<file path="config.mk">
export PLATFORM = sky130hd
export DESIGN_NAME = kie_window
export DESIGN_NICKNAME = d
export VERILOG_FILES = /design/src/rtl/core/kie_pkg.sv /design/src/rtl/core/kie_window.sv
export SDC_FILE = /design/constraint.sdc
export NUM_CORES = 1
export LEC_CHECK = 0
export BUFFER_PORTS_ARGS = -buffer_cell sky130_fd_sc_hd__buf_4
export CORE_ASPECT_RATIO = 1.25
export CORE_UTILIZATION = 50
export DETAILED_ROUTE_END_ITERATION = 8
export GPL_ROUTABILITY_DRIVEN = 0
export PLACE_DENSITY = 0.79
export SKIP_CTS_REPAIR_TIMING = 1
export SLEW_MARGIN = 20
export SYNTH_ARGS = -nofsm -noshare
export SYNTH_HDL_FRONTEND = slang
export SYNTH_SLANG_ARGS = --single-unit
</file>
<file path="constraint.sdc">
create_clock -name clk -period 10.2 [get_ports clk]
set_input_delay 1.53 -clock clk [delete_from_list [all_inputs] [get_ports clk]]
set_output_delay 1.53 -clock clk [all_outputs]
set_load 0.02 [all_outputs]
</file>
<file path="src/rtl/core/kie_pkg.sv">
`default_nettype none
package kie_pkg;

  // Longest k-mer window held by the block
  localparam int MAX_WORD = 20;
  // Bits that can hold a count from 0 to MAX_WORD
  localparam int WORD_W = $clog2(MAX_WORD + 1);
  // Counter width, at least as wide as the word_size register
  localparam int COUNT_W = (WORD_W > 5) ? WORD_W : 5;

  localparam int CODE_W = 5;
  localparam int ACC_W  = 31;
  localparam int PROD_W = ACC_W + CODE_W;
  localparam int POS_W  = 32;

  localparam logic [ACC_W-1:0] IDX_MAX = {ACC_W{1'b1}};

  // Configuration register indexes
  localparam int CFG_IDX_W = 3;
  localparam logic [CFG_IDX_W-1:0] CFG_WORD_SIZE   = 3'd0;
  localparam logic [CFG_IDX_W-1:0] CFG_RADIX       = 3'd1;
  localparam logic [CFG_IDX_W-1:0] CFG_ALPHABET    = 3'd2;
  localparam logic [CFG_IDX_W-1:0] CFG_SKIP_GAPS   = 3'd3;
  localparam logic [CFG_IDX_W-1:0] CFG_REDUCED_LOW = 3'd4;
  localparam logic [CFG_IDX_W-1:0] CFG_REDUCED_HI  = 3'd5;

  // Alphabet modes; any other code behaves as reduced
  localparam logic [1:0] MODE_NUCLEOTIDE = 2'd0;
  localparam logic [1:0] MODE_AMINO      = 2'd1;

  // Gap bytes
  localparam logic [7:0] NUC_GAP_A   = 8'd16;
  localparam logic [7:0] NUC_GAP_B   = 8'd64;
  localparam logic [7:0] AMINO_GAP_A = 8'd45;
  localparam logic [7:0] AMINO_GAP_B = 8'd46;

  // Mapped symbol
  typedef struct packed {
    logic [CODE_W-1:0] code;
    logic              known;
    logic              gap;
  } kie_sym_t;

  // One request travelling down the cell chain
  typedef struct packed {
    logic [MAX_WORD-1:0][CODE_W-1:0] codes;  // head is the next code to fold in
    logic [MAX_WORD-1:0]             unk;
    logic [WORD_W-1:0]               left;   // Horner steps still to do
    logic [ACC_W-1:0]                acc;
    logic                            ovf;
    logic                            amb;
    logic [POS_W-1:0]                position;
    logic                            last;
  } kie_item_t;

  // Amino-acid rank of an ASCII letter: {valid, rank}
  function automatic logic [CODE_W:0] amino_rank(input logic [7:0] sym);
    logic [CODE_W:0] r;
    unique case (sym)
      8'd65:   r = {1'b1, 5'd0};   // A
      8'd82:   r = {1'b1, 5'd1};   // R
      8'd78:   r = {1'b1, 5'd2};   // N
      8'd68:   r = {1'b1, 5'd3};   // D
      8'd67:   r = {1'b1, 5'd4};   // C
      8'd81:   r = {1'b1, 5'd5};   // Q
      8'd69:   r = {1'b1, 5'd6};   // E
      8'd71:   r = {1'b1, 5'd7};   // G
      8'd72:   r = {1'b1, 5'd8};   // H
      8'd73:   r = {1'b1, 5'd9};   // I
      8'd76:   r = {1'b1, 5'd10};  // L
      8'd75:   r = {1'b1, 5'd11};  // K
      8'd77:   r = {1'b1, 5'd12};  // M
      8'd70:   r = {1'b1, 5'd13};  // F
      8'd80:   r = {1'b1, 5'd14};  // P
      8'd83:   r = {1'b1, 5'd15};  // S
      8'd84:   r = {1'b1, 5'd16};  // T
      8'd87:   r = {1'b1, 5'd17};  // W
      8'd89:   r = {1'b1, 5'd18};  // Y
      8'd86:   r = {1'b1, 5'd19};  // V
      default: r = '0;
    endcase
    return r;
  endfunction

endpackage
`default_nettype wire

</file>
<file path="src/rtl/core/kie_window.sv">
`default_nettype none
module kie_window (
  input  wire logic             clk,
  input  wire logic             rst,
  input  wire logic             accept,
  input  wire logic             skip_gaps,
  input  wire logic [4:0]       word_size,
  input  wire logic             seq_end,
  input  wire kie_pkg::kie_sym_t sym,
  output logic                  emit,
  output kie_pkg::kie_item_t    entry
);

  localparam int CW = kie_pkg::COUNT_W;

  // Codes and flags need no clearing: only entries written since the
  // last sequence end are ever read, the fill count guards the rest.
  logic [kie_pkg::MAX_WORD-1:0][kie_pkg::CODE_W-1:0] codes, codes_next;
  logic [kie_pkg::MAX_WORD-1:0]                      unk, unk_next;
  logic [CW-1:0]          fill_count, fill_next;
  logic [kie_pkg::POS_W-1:0] symbol_index, index_next;
  logic [CW-1:0]          ws_ext, ws_eff;
  logic                   drop;

  // Clamp word size into 1..MAX_WORD
  always_comb begin
    ws_ext = CW'(word_size);
    if (ws_ext == '0) begin
      ws_eff = CW'(1);
    end else if (ws_ext > CW'(kie_pkg::MAX_WORD)) begin
      ws_eff = CW'(kie_pkg::MAX_WORD);
    end else begin
      ws_eff = ws_ext;
    end
  end

  assign drop       = skip_gaps && sym.gap;
  assign index_next = (symbol_index == '1) ? symbol_index : symbol_index + 1'b1;
  assign fill_next  = (fill_count >= CW'(kie_pkg::MAX_WORD)) ? fill_count
                                                             : fill_count + 1'b1;

  // Window after shifting in the new code
  always_comb begin
    codes_next[0] = sym.code;
    unk_next[0]   = !sym.known;
    for (int j = 1; j < kie_pkg::MAX_WORD; j++) begin
      codes_next[j] = codes[j-1];
      unk_next[j]   = unk[j-1];
    end
  end

  assign emit = accept && !drop && (fill_next >= ws_eff);

  // Request that enters the chain
  always_comb begin
    entry          = '0;
    entry.codes    = codes_next;
    entry.unk      = unk_next;
    entry.left     = kie_pkg::WORD_W'(ws_eff);
    entry.position = index_next;
    entry.last     = seq_end;
  end

  // Fill count and position; cleared after the sequence end
  always_ff @(posedge clk) begin
    if (rst) begin
      fill_count   <= '0;
      symbol_index <= '0;
    end else if (accept) begin
      if (seq_end) begin
        fill_count   <= '0;
        symbol_index <= '0;
      end else begin
        symbol_index <= index_next;
        if (!drop) fill_count <= fill_next;
      end
    end
  end

  // Window shift
  always_ff @(posedge clk) begin
    if (accept && !drop) begin
      codes <= codes_next;
      unk   <= unk_next;
    end
  end

endmodule
`default_nettype wire

</file>
# ---- Word-level counts from Yosys, hierarchy flattened
# Cells that the tools add are included.
dict set report op_classes {
  n_eq_ne 2
  reduce_logical 7
  muxes 7
  n_lt_le_gt_ge 3
  addsub 2
}
# operator n
set op_table {}
lappend op_table {{$mux 32} 2}
lappend op_table {{$add 32x1->32 const B} 1}
lappend op_table {{$eq 32x32->1 const B} 1}
lappend op_table {{$mux 5} 5}
lappend op_table {{$add 5x1->5 const B} 1}
lappend op_table {{$ge 5x5->1} 1}
lappend op_table {{$ge 5x5->1 const B} 1}
lappend op_table {{$gt 5x5->1 const B} 1}
lappend op_table {{$logic_not 5->1} 1}
lappend op_table {{$logic_and 1x1->1} 3}
lappend op_table {{$logic_not 1->1} 2}
lappend op_table {{$ne 2x2->1 const B} 1}
lappend op_table {{$reduce_and 2->1} 1}
dict set report word_totals {
  reg_bits 151
  in_bits 17
}

# ---- Longest topological paths before layout
# Gate-level depths: netlist of run 1.
dict set report logic_depth {
  ltp_word 5
  depth_mapped 10
  depth_no_buf 10
}

# ---- Least setup slack after synthesis of run 1
# OpenSTA, ideal clock, no wires.
dict set report synth_timing {
  path_kind {input to output}
  startpoint {input accept}
  endpoint {output emit}
  stages 3
  arrival_ns 7.849
  path_buffers 0
  path_slack_ns 0.821
  cell_sequence {inv_1 > a21oi_1 > nor2b_1}
}
dict set report synth_between {
  elab_chain_len 2
}
# element line
set synth_rtl {}
lappend synth_rtl {{start, declared} kie_window.sv:5} ;# input wire logic accept,
lappend synth_rtl {{$logic_and 1x1->1 (2 in a row)} kie_window.sv:52} ;# assign emit = accept && !drop && (fill_next >= ws_eff);
lappend synth_rtl {{end, declared} kie_window.sv:10} ;# output logic emit,
# No other way between the ends.

# ---- Final worst setup path of run 1
dict set report layout_timing {
  startpoint {input word_size[4]}
  endpoint {output emit}
}
dict set report layout_between {
  elab_chain_len 5
}
# element line
set layout_rtl {}
lappend layout_rtl {{start, declared} kie_window.sv:7} ;# input wire logic [4:0] word_size,
lappend layout_rtl {{$gt 5x5->1} kie_window.sv:30} ;# end else if (ws_ext > CW'(kie_pkg::MAX_WORD)) begin
lappend layout_rtl {{$mux 5} kie_window.sv:30}
lappend layout_rtl {{$mux 5 *} kie_window.sv:28} ;# if (ws_ext == '0) begin
lappend layout_rtl {{$ge 5x5->1 *} kie_window.sv:52}
lappend layout_rtl {{$logic_and 1x1->1 *} kie_window.sv:52}
# Every way passes the cells marked *; elsewhere a longest branch is shown, timed or not.

==> metrics.md, run 1 <==
| Metric | Value |
|---|---|
| Avg Vias per Cell | `roughly 5.3` |
| Setup TNS | `0 ns` |
| GRT Util Overall | `20.6%` |
| Req. time, crit path | `around 8.7 ns` |
| First-pass GRT wire length | `roughly 22 mm` |
| Slew Limit Fails | `0` |
| Post-layout min period | `between 4 and 5 ns` |
| Seq/Total Area, Yosys | `between 60% and 70%` |
| First-pass iteration count of the detailed router | `5` |
| Pin count of the biggest net entering global routing | `slightly below 80` |
| Vias in the first global route | `4,334` |
| Most frequent CP cell | `a21o_1` |
| Leakage power total | `around 0.0033 µW` |
| Critical Path AT | `around 3.4 ns` |
| Area Growth Syn to Fin | `28.5%` |
| Layout cells sized above 1 | `32.6%` |
| Max-Cap Viols | `0` |
| Die Ht | `129 µm` |
| Final ANT Viol Nets | `0` |
| Initial antenna violation count | `0` |
| CTS Sinks | `151` |
| Setup Skew | `between 0.007 and 0.008 ns` |
| Routed WL per cell | `about 16 µm` |
| Worst-Margin Slew | `~1.1 ns` |
| Max transition margin | `between 20% and 30%` |
| EDFF count, synth | `114` |
| # setup viols final | `0` |
| CP max stage cell | `o32ai_1` |
| Post-synthesis cell area | `0.00646 mm²` |
| Clock transition at the registers of the reported paths | `~0.060 ns` |
| Final Instance Area | `0.00830 mm²` |
| Min Hold Slack | `about 0.45 ns` |
| DIE WIDTH | `about 100 µm` |
| Ys Warns | `0` |
| Gate Count Post-Synth | `a little over 500` |
| Synth Area per Inst | `between 10 and 15 µm²` |
| H-tree depth | `4` |
| Detailed placement HPWL | `between 9 and 10 mm` |
| Post-synthesis register bit count | `151` |
| Nets | `slightly above 700` |
| Setup WS pre-CTS | `roughly 5.3 ns` |
| Port bufs | `approximately 180` |
| PwrDens | `~180 mW/mm²` |
| Overflow after GRT | `0` |
| Buffers & Inverters on Critical Path | `2` |
| CTS root buffer | `clkbuf_16` |
| Initial DRC Count | `239` |
| Final worst slack | `around 5.3 ns` |
| Synth top area share | `a little over half` |
| Crit-path leading delay family | `compound AO/OA/AOI/OAI gates` |
| Startpoint types | `input pin` |
| FMAX | `slightly above 0.2 GHz` |
| Endpoints failing hold | `0` |
| Routed WL | `about 14 mm` |
| Core Area | `between 0.01 and 0.015 mm²` |
| Post-DP Area | `0.00770 mm²` |
| Diodes inserted | `0` |
| Status | `finished, final reports clean` |
| Maximum VDD drop | `between 0.1 and 0.15 mV` |
| CTS tree | `built` |
| DIE AREA | `0.0134 mm²` |
| Synth async-reset ratio | `0%` |
| TritonCTS Buffers | `17` |
| Crit path max fanout | `6` |
| Netlist cell types | `60` |
| I/O pin total | `209` |
| Worst Hold Class | `reg -> reg` |
| Fin crit share | `around half` |
| Worst path cell trace | `buf_4 > nor2_1 > nor2_1 > o32ai_1 > ha_1 > nand2b_1 > a21o_1 > a21o_1 > a21o_1 > a21oi_1 > nor2b_1 > buf_4` |
| Core Rows | `46` |
| Most common cell after layout, fill and taps aside | `buf_4` |
| DR DRC count | `0` |
| Clock buffer depth | `2` |
| Post-synth top flop | `edfxtp_1` |
| Leading area contributor after synthesis | `edfxtp_1` |
| Power Total | `about 1500 µW` |
| Top cells by area, synth | `edfxtp_1, dfxtp_1, buf_4` |
| Crit Path Class | `in -> out` |
| Initial Utilization | `about half` |
| Routed via count | `4,594` |
| Clock latency on the worst-skew pair | `~0.42 ns` |
| Commonest non-fill, non-tap cells in the layout | `buf_4, edfxtp_1, nand2_1` |
| RSZ-0062 raised after global routing | `no` |
| Worst path max stage delay | `0.31 ns` |
| Crit. End Element | `primary output` |
## kinds of logic (layout without fill, tap and decap cells)
family                     Yosys count  in the layout  synth area share, %
other                                1             33               0.0581
and+or+nand+nor                    158            158                 12.6
AOI/OAI and AO/OA                   87             87                 9.24
adders and majority gates            8              8                 1.55
muxes                                1              1                0.155
DFF                                151            151                 64.5
xor gates and xnor gates            32             32                 4.34
buffers and inverters               77            223                 7.61
## state kept, by name (all words and copies together), names as in the netlist
name	count
entry	95
symbol_index	32
unk	19
fill_count	5
## routing by layer
layer | GRT usage [%] | wire (µm) | up-vias
met5 | 0 | 0 | -
met4 | 8.99 | 245 | 0
met3 | 6.24 | 987 | 21
met2 | 35.1 | 7130 | 204
met1 | 24.5 | 5490 | 2208
li1 | - | - | 2161
## cell type report
type	count	area [µm²]
Tap cell	168	210
Timing Repair Buffer	178	1340
Clock inverter	13	171
Multi-Input combinational cell	319	1930
Inverter	15	56.3
Fill cell	990	4360
Clock buffer	17	425
Sequential cell	151	4160
## worst paths after layout
check,startpoint,endpoint,slack (ns),depth (start not counted)
worst max-delay path,word_size[4],emit,5.27,12
worst min-delay path,entry[175],entry[180],0.45,0
worst min register to register,entry[175],entry[180],0.45,0
worst max register to register,symbol_index[0],symbol_index[27],7.43,7
## stage by stage
stage / util [%] / cells
after floorplan: - / 547
after global placement: 60.8 / 831
after detailed placement: 60.8 / 831
after CTS: 65.5 / 861
after global routing: 65.5 / 861
final: 65.5 / 861
## synth_stat cells, types with 2 or more instances
cell type and n:
o311ai_1 2, edfxtp_1 114, or3_1 4, nand4_1 11, a21oi_1 16, a31o_2 2, nor3_1 10, xnor2_1 28
and3_1 8, nor2b_1 2, a22o_1 4, buf_4 42, nand3_1 21, or2_2 2, inv_1 15, ha_1 8
and3_4 2, and2_1 2, a22oi_1 5, dfxtp_1 37, nor2_1 34, a21o_1 3, clkbuf_8 2, buf_2 2
buf_6 3, o311ai_0 4, or4_1 2, clkbuf_1 13, xor2_1 4, o21ai_0 21, nor4_1 5, o31ai_1 7
nor2_2 2, a31oi_1 11, nand2_1 42
## where the power goes
| part | leakage, µW | internal (µW) | switching (µW) |
|---|---|---|---|
| clock network | 0.000289 | 386 | 245 |
| logic | 0.00160 | 43.3 | 83.2 |
| registers | 0.00139 | 694 | 13.5 |
Note: power is estimated with default switching activity, not from simulation.
==> run 2: changes to the inputs <==
clock period = 4.7 ns   (was 10.2 ns; I/O delays follow)
==> metrics.md, run 2 (synthesis results as in run 1) <==
| Metric | Value |
|---|---|
| Leakage power total | `between 0.003 and 0.004 µW` |
| Max transition margin | `25.8%` |
| Core Area | `roughly 0.013 mm²` |
| Hold depth | `0` |
| DIE WIDTH | `around 100 µm` |
| H-tree depth | `4` |
| Avg Vias per Cell | `about 5.4` |
| CTS root buffer | `clkbuf_16` |
| Fin crit share | `approximately four fifths` |
| Min-Delay Startpoint | `entry[145]` |
| CTS Sinks | `151` |
| Max FFs per register | `95` |
| Slew Limit Fails | `0` |
| Layout cells sized above 1 | `32.1%` |
| Die Ht | `129 µm` |
| PwrDens | `380 mW/mm²` |
| Vias in the first global route | `4,115` |
| Maximum VDD drop | `~0.32 mV` |
| Routed WL | `around 13 mm` |
| Most common cell after layout, fill and taps aside | `buf_4` |
| GRT Util Overall | `between 15 and 20%` |
| Combinational Power Share | `between 8 and 9%` |
| Pin count of the biggest net entering global routing | `approximately 120` |
| Clock buffer depth | `2` |
| Req. time, crit path | `3.99 ns` |
| TritonCTS Buffers | `17` |
| Switching Fraction | `~23%` |
| RSZ-0062 raised after global routing | `no` |
| Clock latency on the worst-skew pair | `0.41 ns` |
| DR DRC count | `0` |
| Clock transition at the registers of the reported paths | `about 0.06 ns` |
| Routed WL per cell | `15.6 µm` |
| Setup TNS | `0 ns` |
| I/O pin total | `approximately 210` |
| Post-layout min period | `between 3 and 4 ns` |
| Core Rows | `46` |
| Setup Skew | `0.00884 ns` |
| Initial antenna violation count | `0` |
| First-pass iteration count of the detailed router | `5` |
| Crit path max fanout | `28` |
| Startpoint types | `flop` |
| Power Total | `approximately 3200 µW` |
| Nets | `706` |
| Worst-Margin Slew | `between 1 and 1.5 ns` |
| Crit Path Class | `reg -> out` |
| FMAX | `around 0.27 GHz` |
| Crit. End Element | `primary output` |
| Port bufs | `about 180` |
| Initial Utilization | `~51%` |
| Int Pwr | `approximately 2400 µW` |
| Final Instance Area | `0.00830 mm²` |
| Initial DRC Count | `about 450` |
| Commonest non-fill, non-tap cells in the layout | `buf_4, edfxtp_1, nand2_1` |
| Overflow after GRT | `0` |
| Worst Reg-to-Reg Cells | `6` |
| Min Hold Slack | `about 0.45 ns` |
| Diodes inserted | `0` |
| Critical path origin | `symbol_index[27]` |
| Hold Path Sink | `entry[150]` |
| First-pass GRT wire length | `slightly above 20 mm` |
| Critical Path AT | `3.03 ns` |
| # fillers | `between 900 and 1,000` |
| Seq pwr share | `about half` |
| Max-Cap Viols | `0` |
| Detailed placement HPWL | `9.35 mm` |
| Post-DP Area | `approximately 0.0077 mm²` |
| Worst Hold Class | `reg -> reg` |
| # setup viols final | `0` |
| Routed via count | `between 4,000 and 5,000` |
| DIE AREA | `roughly 0.013 mm²` |
| Status | `finished, final reports clean` |
| R2R Setup Slk | `around 2.1 ns` |
| Worst R2R Start | `symbol_index[27]` |
| Clock power frac | `between 40% and 50%` |
| Area Growth Syn to Fin | `28.5%` |
| Switch Pwr | `just over 700 µW` |
| CTS tree | `built` |
| R2r endpoint | `symbol_index[31]` |
| Endpoints failing hold | `0` |
| Final ANT Viol Nets | `0` |
run 2: cell count changes in the layout (fill, tap and decap cells not counted):
cell / change
inv_6: -4
buf_12: +1
buf_4: -2
clkinvlp_4: +2
clkbuf_1: +5
clkinv_1: -1
run 2: layer usage:
metal / GRT usage [%] / part of all wire, %
met2: 31.9 / 49
met4: 8.07 / 1.9
met5: 0 / 0
met3: 5.73 / 8.7
met1: 24.5 / 40
run 2: worst max-delay path by stage:
stage | slack (ns) | endpoint | depth (start not counted)
floorplan | 0.84 | emit | 3
global route | 0.73 | entry[28] | 7
finish | 0.96 | entry[28] | 7
detailed placement | 1.34 | emit | 12
CTS | 0.99 | entry[28] | 7
global placement | 1.49 | emit | 12
run 2: cell type report:
class                   count  area (µm²)  area share, %
inverters                  15        56.3          0.679
flip-flops and latches    151        4160           50.2
well taps                 168         210           2.53
repair buffers            177        1340           16.2
multi-input cells         319        1930           23.3
clock inverters            10         148           1.78
clock buffers              22         444           5.35
run 2: per-stage QoR:
| step | cells | setup WS (ns) | utilization [%] |
|---|---|---|---|
| after global placement | 830 | 1.49 | 60.9 |
| final | 862 | 0.964 | 65.5 |
| after detailed placement | 830 | 1.34 | 60.9 |
| after floorplan | 547 | 0.840 | - |
| after CTS | 862 | 0.994 | 65.5 |
| after global routing | 862 | 0.730 | 65.5 |
run 2: critical path: stages (launching register included):
cell and delay, ns:
dfxtp_1 0.48, nand4_2 0.25, nor3_2 0.44, nand3_2 0.52
nand4_1 0.47, or2_1 0.19, xnor2_1 0.12, buf_4 0.16
run 2: power groups by stage:
stage          logic (µW)  clock network (µW)  registers, µW
2_1_floorplan         107                   0           1630
3_3_place_gp          272                   0           1560
3_5_place_dp          276                   0           1560
4_1_cts               276                1380           1540
5_1_grt               290                1420           1540
6_report              275                1350           1530
