File: config.mk
export PLATFORM = sky130hd
export DESIGN_NAME = kie_map
export DESIGN_NICKNAME = d
export VERILOG_FILES = /design/src/rtl/core/kie_pkg.sv /design/src/rtl/core/kie_map.sv
export SDC_FILE = /design/constraint.sdc
export NUM_CORES = 1
export LEC_CHECK = 0
export BUFFER_PORTS_ARGS = -buffer_cell sky130_fd_sc_hd__buf_2
export CELL_PAD_IN_SITES_DETAIL_PLACEMENT = 1
export CELL_PAD_IN_SITES_GLOBAL_PLACEMENT = 2
export CORE_UTILIZATION = 22
export DETAILED_ROUTE_END_ITERATION = 10
export PLACE_DENSITY_LB_ADDON = 0.1
export REMOVE_ABC_BUFFERS = 1
export SLEW_MARGIN = 5
export SYNTH_ARGS = -nofsm -noshare
export SYNTH_HDL_FRONTEND = slang
export SYNTH_SLANG_ARGS = --single-unit
File: constraint.sdc
create_clock -name vclk -period 2.5
set_clock_uncertainty 0.05 [all_clocks]
set_input_delay 0.25 -clock vclk [all_inputs]
set_output_delay 0.25 -clock vclk [all_outputs]
set_load 0.1 [all_outputs]
File: src/rtl/core/kie_pkg.sv
`default_nettype none
package kie_pkg;

  // Longest k-mer window held by the block
  localparam int MAX_WORD = 20;
  // Bits that can hold a count from 0 to MAX_WORD
  localparam int WORD_W = $clog2(MAX_WORD + 1);
  // Counter width, at least as wide as the word_size register
  localparam int COUNT_W = (WORD_W > 5) ? WORD_W : 5;

  localparam int CODE_W = 5;
  localparam int ACC_W  = 31;
  localparam int PROD_W = ACC_W + CODE_W;
  localparam int POS_W  = 32;

  localparam logic [ACC_W-1:0] IDX_MAX = {ACC_W{1'b1}};

  // Configuration register indexes
  localparam int CFG_IDX_W = 3;
  localparam logic [CFG_IDX_W-1:0] CFG_WORD_SIZE   = 3'd0;
  localparam logic [CFG_IDX_W-1:0] CFG_RADIX       = 3'd1;
  localparam logic [CFG_IDX_W-1:0] CFG_ALPHABET    = 3'd2;
  localparam logic [CFG_IDX_W-1:0] CFG_SKIP_GAPS   = 3'd3;
  localparam logic [CFG_IDX_W-1:0] CFG_REDUCED_LOW = 3'd4;
  localparam logic [CFG_IDX_W-1:0] CFG_REDUCED_HI  = 3'd5;

  // Alphabet modes; any other code behaves as reduced
  localparam logic [1:0] MODE_NUCLEOTIDE = 2'd0;
  localparam logic [1:0] MODE_AMINO      = 2'd1;

  // Gap bytes
  localparam logic [7:0] NUC_GAP_A   = 8'd16;
  localparam logic [7:0] NUC_GAP_B   = 8'd64;
  localparam logic [7:0] AMINO_GAP_A = 8'd45;
  localparam logic [7:0] AMINO_GAP_B = 8'd46;

  // Mapped symbol
  typedef struct packed {
    logic [CODE_W-1:0] code;
    logic              known;
    logic              gap;
  } kie_sym_t;

  // One request travelling down the cell chain
  typedef struct packed {
    logic [MAX_WORD-1:0][CODE_W-1:0] codes;  // head is the next code to fold in
    logic [MAX_WORD-1:0]             unk;
    logic [WORD_W-1:0]               left;   // Horner steps still to do
    logic [ACC_W-1:0]                acc;
    logic                            ovf;
    logic                            amb;
    logic [POS_W-1:0]                position;
    logic                            last;
  } kie_item_t;

  // Amino-acid rank of an ASCII letter: {valid, rank}
  function automatic logic [CODE_W:0] amino_rank(input logic [7:0] sym);
    logic [CODE_W:0] r;
    unique case (sym)
      8'd65:   r = {1'b1, 5'd0};   // A
      8'd82:   r = {1'b1, 5'd1};   // R
      8'd78:   r = {1'b1, 5'd2};   // N
      8'd68:   r = {1'b1, 5'd3};   // D
      8'd67:   r = {1'b1, 5'd4};   // C
      8'd81:   r = {1'b1, 5'd5};   // Q
      8'd69:   r = {1'b1, 5'd6};   // E
      8'd71:   r = {1'b1, 5'd7};   // G
      8'd72:   r = {1'b1, 5'd8};   // H
      8'd73:   r = {1'b1, 5'd9};   // I
      8'd76:   r = {1'b1, 5'd10};  // L
      8'd75:   r = {1'b1, 5'd11};  // K
      8'd77:   r = {1'b1, 5'd12};  // M
      8'd70:   r = {1'b1, 5'd13};  // F
      8'd80:   r = {1'b1, 5'd14};  // P
      8'd83:   r = {1'b1, 5'd15};  // S
      8'd84:   r = {1'b1, 5'd16};  // T
      8'd87:   r = {1'b1, 5'd17};  // W
      8'd89:   r = {1'b1, 5'd18};  // Y
      8'd86:   r = {1'b1, 5'd19};  // V
      default: r = '0;
    endcase
    return r;
  endfunction

endpackage
`default_nettype wire

File: src/rtl/core/kie_map.sv
`default_nettype none
module kie_map (
  input  wire logic [7:0]  symbol,
  input  wire logic [1:0]  alphabet_mode,
  input  wire logic [59:0] reduced_map_low,
  input  wire logic [39:0] reduced_map_high,
  output kie_pkg::kie_sym_t sym
);

  logic [kie_pkg::CODE_W:0] rank;
  logic [3:0]               r_low;
  logic [2:0]               r_high;

  assign rank   = kie_pkg::amino_rank(symbol);
  assign r_low  = rank[3:0];
  assign r_high = 3'(rank[4:0] - 5'd12);

  // Letter code and gap detection
  always_comb begin
    sym = '0;
    if (alphabet_mode == kie_pkg::MODE_NUCLEOTIDE) begin
      sym.gap = (symbol == kie_pkg::NUC_GAP_A) || (symbol == kie_pkg::NUC_GAP_B);
      unique case (symbol)
        8'd1:    begin sym.code = 5'd0; sym.known = 1'b1; end
        8'd2:    begin sym.code = 5'd1; sym.known = 1'b1; end
        8'd4:    begin sym.code = 5'd2; sym.known = 1'b1; end
        8'd8:    begin sym.code = 5'd3; sym.known = 1'b1; end
        default: begin sym.code = 5'd0; sym.known = 1'b0; end
      endcase
    end else begin
      sym.gap   = (symbol == kie_pkg::AMINO_GAP_A) || (symbol == kie_pkg::AMINO_GAP_B);
      sym.known = rank[kie_pkg::CODE_W];
      if (!rank[kie_pkg::CODE_W]) begin
        sym.code = '0;
      end else if (alphabet_mode == kie_pkg::MODE_AMINO) begin
        sym.code = rank[kie_pkg::CODE_W-1:0];
      end else if (rank[4:0] < 5'd12) begin
        sym.code = reduced_map_low[r_low * 5 +: 5];
      end else begin
        sym.code = reduced_map_high[r_high * 5 +: 5];
      end
    end
  end

endmodule
`default_nettype wire

-- Yosys cells after proc, flatten, opt, wreduce, memory -nomap -nowiden
Index checks and enable logic that the tools add are counted.
- $add $sub $neg: 1
- multiply operators: 2
- div/mod/pow operators: 0
- magnitude comparators: 1
- equal/unequal tests: 29
- shift-type cells: 2
- muxes and demuxes: 6
- bitwise logic cells: 0
- reduce and logical (&&, ||, !) cells: 3
- operators by type and width (operator ; number):
    $eq A8 B7 Y1 const B ; 21
    $pmux W6 S20 ; 1
    $shiftx A60 B8 Y5 ; 1
    $shiftx A40 B7 Y5 ; 1
    $eq A8 B6 Y1 const B ; 2
    $mux W5 ; 3
    $pmux W3 S4 ; 1
    $eq A8 B1 Y1 const B ; 1
    $eq A8 B2 Y1 const B ; 1
    $eq A8 B3 Y1 const B ; 1
    $eq A8 B4 Y1 const B ; 1
    $eq A8 B5 Y1 const B ; 1
    $mul A4 B3 Y7 const B ; 1
    $mux W7 ; 1
    $mul A3 B3 Y6 const B ; 1
    $lt A5 B4 Y1 const B ; 1
    $sub A3 B3 Y3 const B ; 1
    $eq A2 B1 Y1 const B ; 1
    $logic_not A2 Y1 ; 1
    $logic_or A1 B1 Y1 ; 2
- register bits after elaboration: 0
- bits in latches: 0
- memory bits (writable): 0
- ROM bits: 0
- input bits: 110
- output and inout bits: 7
- logic and storage cells: 44
- memories kept: 0

-- Logic depth before layout (Yosys ltp)
Gate-level depths: netlist of the first run.
- depth in word-level cells: 9
- gate-level depth with buffers: 10
- mapped depth without buffers: 7

-- Least setup slack after synthesis of the first run
No wires, ideal clock.
- path type: input port to output port
- start: input symbol[0]
- end: output sym[3] (netlist name)
- arrival: 3.836 ns
- required time: 2.200 ns
- setup slack: -1.636 ns
- cell stages on the path: 9
- buffers on the path: 2
- cells stage by stage: buf_4 -> and2b_4 -> o21ai_2 -> nand3_2 -> buf_2 -> mux2i_1 -> a21oi_1 -> nand3_1 -> o31ai_1
- RTL lines (what ; line ; RTL):
    start: declaration ; kie_map.sv:3 ; input wire logic [7:0] symbol,
    end: declaration ; kie_map.sv:7 ; output kie_pkg::kie_sym_t sym

==> results of run 1 <==
[metrics by stage]
stage          power (mW)  cells  cell area (um2)  hold WS, ns  utilization (%)
6_report            0.527    560             3700        0.957             45.2
5_1_grt             0.569    560             3700         1.00             45.2
4_1_cts             0.509    558             3580         1.02             43.7
3_5_place_dp        0.452    545             3200        0.998             39.1
3_3_place_gp        0.445    545             3200        0.986             39.1
2_1_floorplan       0.185    239             1710         1.01                -
[how the worst max path moves through the flow]
| stage | startpoint | to | slack, ns | cells after the start |
|---|---|---|---|---|
| detailed placement | symbol[2] | sym[2] | -0.33 | 9 |
| finish | symbol[4] | sym[4] | -0.18 | 11 |
| CTS | symbol[5] | sym[2] | -0.19 | 9 |
| global placement | symbol[4] | sym[4] | -0.31 | 11 |
| global route | symbol[4] | sym[4] | -0.25 | 10 |
| floorplan | symbol[5] | sym[3] | -1.68 | 6 |
[layer usage]
metal / wire length, um / GRT usage (%)
met5: 0 / 0
met4: 93 / 2.56
met3: 420 / 1.54
met2: 4730 / 38.5
met1: 4070 / 26.6
[final cells by class]
cell class	count	area (um2)	share of cell area, %
Multi-Input combinational cell	235	1930	52.1
Tap cell	105	131	3.55
Timing Repair Buffer	216	1620	43.9
Inverter	4	17.5	0.474
[power groups by stage]
stage	registers (mW)	logic, mW	clock network [mW]
global route	0	0.569	0
global placement	0	0.445	0
floorplan	0	0.185	0
detailed placement	0	0.452	0
CTS	0	0.509	0
finish	0	0.527	0
[repair_timing]
item / in CTS / in global routing
setup endpoints to repair: 5 / 5
pin swaps: 18 / 6
resized for setup: 59 / 26
cloned: 1 / 0
buffers inserted: 12 / 2
hold endpoints to repair: 0 / 0
[cells in the mapped netlist (3+ instances only)]
master     n  share of area, %
a32o_1     4               2.2
nand4_1    4               1.4
o21a_1     6               2.4
clkbuf_1   3              0.61
mux2i_1   37                20
nor2_1    20               4.1
nor3_1     7               1.9
a221oi_1   3               1.4
nor2b_1    5               1.7
and2b_4    3               1.6
xnor2_1    4               1.9
inv_1      3              0.61
o31ai_1    9               3.7
buf_6      3               1.8
nand2_1   31               6.3
or4_1      3               1.2
a21oi_1   16               4.3
nand3_1    7               1.9
o21ai_0   12               3.3
o221ai_1   3               1.4
buf_2      7               1.9
buf_4      7               2.9
nor3b_1    3               1.2
a211oi_1   3               1.2
or2_2      3               1.0
[cells by family (layout without fill, tap and decap cells)]
kind of cell / after synthesis / count (layout) / share of synthesized area (%)
multiplexers: 41 / 41 / 23.4
AND/OR/NAND/NOR: 103 / 103 / 30.1
XOR/XNOR: 4 / 4 / 1.90
AO/OA/AOI/OAI: 87 / 87 / 36.5
buffers and inverters: 25 / 220 / 8.21
==> flow_summary.ini, run 1 <==
[outcome]
outcome = complete, but fails checks
violations = setup timing

[grt]
grt_max_degree = 19
overflow = 0
first_global_vias = 2852
grtUsageTotal_pct = 20.8
antenna_found_initial = 0
grt_pass1_wl_um = 14300

[pwr]
p_clk_share_pct = 0
p_per_area_mw_per_mm2 = 143
p_switching_mw = 0.242
swShare_pct = 45.8
comb_power_share_pct = 100.0
internal_power_mw = 0.286
ir_drop_mv = 0.0619
seq_power_share_pct = 0
leakage_nw = 1.67

[placed_design]
dp_slack_ns = -0.326
io_buffers = 117
dp_hpwl_um = 7680
place.gp.congestion = 0.858

[final_layout]
layout_commonest_cell = buf_2
drive_gt1_share_pct = 62.0
antenna-diode-count = 0
n_sequential_cell = 0
layout_common_cells = buf_2, buf_4, mux2i_1, nand2_1, nor2_1
final-seq-area_um2 = 0
n_clock_buffer = 0
fin_nets = 567
syn_to_final_growth_pct = 101
n_fill_cell = 1058

[drt]
dr.pass1.iters = 7
vias = 2832
drc_errors = 0
routed_wl_um = 9310
wl_per_cell_um = 16.6
drtIter0Drc = 89
drtAntennaViolNets = 0
viasPerCell = 5.06

[sta]
setup_violations = 5
rsz0062_at_grt = true
finalCritPeriodShare_pct = 107
worst_pin_slew_ns = 0.537
finalWorstSetupSlack_ns = -0.179
fmax_mhz = 373
tns_ns = -0.502
slew_violations = 0
hold_violations = 0
relSlewSlack_pct = 64.0
finalCriticalPeriod_ns = 2.68

[worst_setup_path]
crit_slowest_cell = bufbuf_16
critical_path_class = primary input to output pin
worstPathCellList = buf_12 -> buf_6 -> and3b_2 -> o21a_1 -> o211ai_1 -> buf_4 -> nor2_2 -> a22o_1 -> a2111oi_4 -> a2bb2oi_1 -> bufbuf_16
critPathTopFamily = compound AO/OA/AOI/OAI gates
start_kind = primary input
cp_num_buf_inv = 4
max_stage_delay_ns = 0.34
cp-end-kind = output pin
crit_arrival_ns = 2.38
crit_required_ns = 2.20
critPathMaxFanout = 5

[logic_synthesis]
yosysWarningCount = 0
syn_area_mm2 = 0.00184
avgSynthCellArea_um2 = 7.09
synthCells = 260
synth.yosys.seq_area_share_pct = 0
ys_types = 65

[min_path]
min_delay_path_depth = 5
min-delay-start = symbol[7]
min_to = sym[0]
min_path_type = primary input to output pin

[die]
row_count = 33
num_io_pins = 117
die_area_mm2 = 0.00875
fp.dieH_um = 93.5
coreArea_mm2 = 0.00818
initial_core_util_pct = 22.5
die_w_um = 93.5

[job]
drv_cap = 0

[clock_network]
hold_buffers = 0
Power figures use the tool's default switching activity.
==> inputs of run 2 (changes only) <==
--- a/config.mk
+++ b/config.mk
@@ -5,10 +5,11 @@
 export SDC_FILE = /design/constraint.sdc
 export NUM_CORES = 1
 export LEC_CHECK = 0
-export BUFFER_PORTS_ARGS = -buffer_cell sky130_fd_sc_hd__buf_2
+export BUFFER_PORTS_ARGS = -buffer_cell sky130_fd_sc_hd__buf_4
 export CELL_PAD_IN_SITES_DETAIL_PLACEMENT = 1
 export CELL_PAD_IN_SITES_GLOBAL_PLACEMENT = 2
-export CORE_UTILIZATION = 22
+export CORE_MARGIN = 2
+export CORE_UTILIZATION = 20
 export DETAILED_ROUTE_END_ITERATION = 10
 export PLACE_DENSITY_LB_ADDON = 0.1
 export REMOVE_ABC_BUFFERS = 1
==> constraint.sdc (replaced) <==
create_clock -name vclk -period 2.3
set_clock_uncertainty 0.05 [all_clocks]
set_input_delay 0.23 -clock vclk [all_inputs]
set_output_delay 0.23 -clock vclk [all_outputs]
set_load 0.1 [all_outputs]
==> run 2 against run 1 <==
  * Worst setup slack got worse by 0.10 ns
  * Sequential share of layout area unchanged
  * Critical path depth decreased by 2
  * Total power increased by 30%
  * Critical endpoint is now sym[2]
  * The run still ends with setup timing left
  * Via count increased by 2.8%
==> flow_summary.ini, run 2 (synthesized netlist as in run 1, its figures left out) <==
[outcome]
violations = setup timing
outcome = complete, but fails checks

[sta]
slew_violations = 0
finalCritPeriodShare_pct = 112
relSlewSlack_pct = 70.9
finalWorstSetupSlack_ns = -0.280
rsz0062_at_grt = true
fmax_mhz = 388
hold_slack_ns = 0.926
worst_pin_slew_ns = 0.430
finalCriticalPeriod_ns = 2.58
hold_violations = 0
setup_violations = 5

[grt]
grt_max_degree = 20
overflow = 0
grtUsageTotal_pct = 19.4
first_global_vias = 3048
grt_pass1_wl_um = 15600
antenna_found_initial = 0

[drt]
routed_wl_um = 10500
drtIter0Drc = 85
wl_per_cell_um = 18.2
dr.pass1.iters = 4
drc_errors = 0
drtAntennaViolNets = 0
vias = 2911
viasPerCell = 5.05

[worst_setup_path]
crit_required_ns = 2.02
crit_arrival_ns = 2.30
cp-end-kind = output pin
critical_path_class = primary input to output pin
start_kind = primary input
critPathMaxFanout = 3

[final_layout]
final-seq-area_um2 = 0
antenna-diode-count = 0
n_sequential_cell = 0
fin_cells = 577
syn_to_final_growth_pct = 126
fin_nets = 578
multiInputGateArea_mm2 = 0.00202
utilization_pct = 45.8
n_fill_cell = 1097
layout_common_cells = buf_4, mux2i_1, nand2_1, nor2_1, buf_6
n_clock_buffer = 0
drive_gt1_share_pct = 63.3
layout_commonest_cell = buf_4

[min_path]
min_path_type = primary input to output pin
min_delay_path_depth = 5

[placed_design]
dp.cells = 547
place.gp.congestion = 0.781
dp_slack_ns = -0.493
io_buffers = 117
dp_hpwl_um = 7890

[die]
initial_core_util_pct = 20.2
coreArea_mm2 = 0.00911
die_area_mm2 = 0.0100
fp.dieH_um = 100
die_w_um = 100
num_io_pins = 117
row_count = 35

[pwr]
leakage_nw = 1.84
ir_drop_mv = 0.0644
p_per_area_mw_per_mm2 = 164

[job]
drv_cap = 0

[clock_network]
hold_buffers = 0
[run 2: cell count changes in the layout (fill, tap and decap cells not counted), moves of 3 or more]
cell,before,now
buf_4,88,192
buf_6,8,15
o31ai_1,8,4
buf_2,103,1
nor2_2,6,3
o31ai_2,1,5
[run 2: metrics by stage]
stage | instance area [um2] | TNS (ns) | total power [mW]
3_3_place_gp | 3360 | -2.05 | 0.526
2_1_floorplan | 1710 | -8.56 | 0.202
6_report | 4170 | -0.978 | 0.685
4_1_cts | 3960 | -1.01 | 0.645
3_5_place_dp | 3360 | -2.18 | 0.531
5_1_grt | 4170 | -1.33 | 0.731
[run 2: path summary, 6_finish.rpt]
path,from,end,slack (ns)
worst max-delay path,symbol[5],sym[2],-0.28
worst min-delay path,symbol[7],sym[0],0.93
[run 2: layer usage]
layer | part of all wire (%) | vias to the layer above | track usage [%]
li1 | - | 1428 | -
met1 | 44 | 1424 | 25.7
met2 | 53 | 57 | 36.7
met4 | 0.38 | 0 | 0.527
met3 | 3.0 | 2 | 0.905
met5 | 0 | - | 0
[run 2: power breakdown]
group	switching, mW	total [mW]	internal, mW
Combinational	0.289	0.685	0.395
Sequential	0	0	0
Clock	0	0	0
Total	0.289	0.685	0.395
[run 2: what timing repair did]
| item | CTS | global route |
|---|---|---|
| pin swaps | 26 | 11 |
| setup buffers | 21 | 7 |
| gates resized for setup | 96 | 26 |
| gates cloned | 2 | 1 |
| setup endpoints to repair | 5 | 7 |
[run 2: critical path, stage by stage]
cell,delay (ns)
buf_8,0.10
or4_4,0.53
or3_4,0.34
or4_4,0.46
clkinv_4,0.07
a211oi_2,0.04
a21oi_2,0.13
o31a_1,0.20
buf_12,0.19
[run 2: final cells by class]
cell class,instances,area share (%)
tap,111,3.33
timing repair buffer,227,47.8
multi-input combinational,235,48.4
inverter,4,0.480
==> inputs of run 3 (changes only) <==
--- a/config.mk
+++ b/config.mk
@@ -9,7 +9,7 @@
 export CELL_PAD_IN_SITES_DETAIL_PLACEMENT = 1
 export CELL_PAD_IN_SITES_GLOBAL_PLACEMENT = 2
 export CORE_MARGIN = 2
-export CORE_UTILIZATION = 20
+export CORE_UTILIZATION = 22
 export DETAILED_ROUTE_END_ITERATION = 10
 export PLACE_DENSITY_LB_ADDON = 0.1
 export REMOVE_ABC_BUFFERS = 1
==> constraint.sdc (replaced) <==
create_clock -name vclk -period 2.4
set_clock_uncertainty 0.05 [all_clocks]
set_input_delay 0.24 -clock vclk [all_inputs]
set_output_delay 0.24 -clock vclk [all_outputs]
set_load 0.1 [all_outputs]
==> run 3 against run 2 <==
  * The run still ends with setup timing left
  * Critical path type unchanged
  * Non-clock buffer count decreased by 16
  * Core utilization increased by 1.2 points
  * Worst setup slack improved by 0.060 ns
  * Global-route usage increased by 0.29 points
  * Largest cell class unchanged
  * Combinational power decreased by 12%
==> flow_summary.ini, run 3 (synthesized netlist as in run 1, its figures left out) <==
[final_layout]
drive_gt1_share_pct = 58.4
n_clock_buffer = 0
n_fill_cell = 1006
multiInputGateArea_mm2 = 0.00186
n_sequential_cell = 0
layout_common_cells = buf_4, mux2i_1, nand2_1, nor2_1, a21oi_1
fin_nets = 562
syn_to_final_growth_pct = 108
antenna-diode-count = 0
layout_commonest_cell = buf_4
final-seq-area_um2 = 0

[grt]
antenna_found_initial = 0
grtUsageTotal_pct = 19.7
first_global_vias = 2795
overflow = 0
grt_max_degree = 24
grt_pass1_wl_um = 14200

[worst_setup_path]
crit_arrival_ns = 2.33
cp-end-kind = output pin
crit_required_ns = 2.11
critical_path_class = primary input to output pin
startpoint = symbol[5]
critPathMaxFanout = 3
start_kind = primary input

[drt]
drtAntennaViolNets = 0
drc_errors = 0
drtIter0Drc = 102
wl_per_cell_um = 18.3
viasPerCell = 5.23
vias = 2900
dr.pass1.iters = 4
routed_wl_um = 10100

[die]
coreArea_mm2 = 0.00818
row_count = 33
initial_core_util_pct = 22.5
die_w_um = 95.5
num_io_pins = 117
die_area_mm2 = 0.00913
fp.dieH_um = 95.5

[min_path]
min_path_type = primary input to output pin
min-delay-start = symbol[3]

[sta]
finalWorstSetupSlack_ns = -0.220
finalCritPeriodShare_pct = 109
slew_violations = 0
rsz0062_at_grt = true
relSlewSlack_pct = 49.2
worst_pin_slew_ns = 0.756
tns_ns = -0.815
finalCriticalPeriod_ns = 2.62
hold_violations = 0
setup_violations = 5
fmax_mhz = 382

[outcome]
violations = setup timing
outcome = complete, but fails checks

[placed_design]
place.gp.congestion = 0.814
io_buffers = 117
dp_slack_ns = -0.439
dp_hpwl_um = 7920

[pwr]
ir_drop_mv = 0.0750
leakage_nw = 1.68
p_per_area_mw_per_mm2 = 157

[job]
drv_cap = 0
[run 3: report_power, final]
group | total (mW) | internal [mW] | switching [mW]
Sequential | 0 | 0 | 0
Combinational | 0.602 | 0.344 | 0.257
Clock | 0 | 0 | 0
Total | 0.602 | 0.344 | 0.257
[run 3: layer usage]
layer  routed length, um  up-vias  GRT usage [%]  part of all wire (%)
li1                    -     1395              -                     -
met1                4460     1388           26.4                    44
met5                   0        -              0                     0
met2                5070      107           36.7                    50
met4                 119        0              0                   1.2
met3                 492       10          0.949                   4.9
[run 3: repair_timing]
| action | 4_1_cts | 5_1_grt |
|---|---|---|
| endpoints found under the setup margin | 5 | 5 |
| pin swaps | 23 | 11 |
| buffers inserted | 6 | 3 |
| cloned | 1 | 3 |
| hold buffers | 0 | 0 |
| resized for setup | 59 | 15 |
[run 3: layout make-up]
class | instances | share of cell area (%)
multi-input cells | 235 | 48.6
repair buffers | 211 | 47.6
well taps | 105 | 3.42
inverters | 4 | 0.424
[run 3: final timing paths]
path | cells after the start | end
setup / recovery | 9 | sym[2]
hold / removal | 4 | sym[0]
[run 3: per-stage QoR]
step                      util (%)  std cells  power, mW  hold slack [ns]  instance area, um2
final                         46.9        555      0.602            0.952                3840
after detailed placement      41.0        542      0.515             1.05                3350
after global placement        41.0        542      0.510             1.03                3350
after CTS                     44.8        549      0.565            0.963                3660
after global routing          46.9        555      0.640            0.965                3840
after floorplan                  -        239      0.193            0.994                1710
[run 3: worst max-delay path, stage by stage]
cell,delay [ns]
buf_4,0.12
or4_4,0.53
or3_4,0.34
or4_4,0.44
clkinv_2,0.07
a211oi_1,0.05
a21oi_1,0.14
o31a_1,0.20
buf_12,0.18
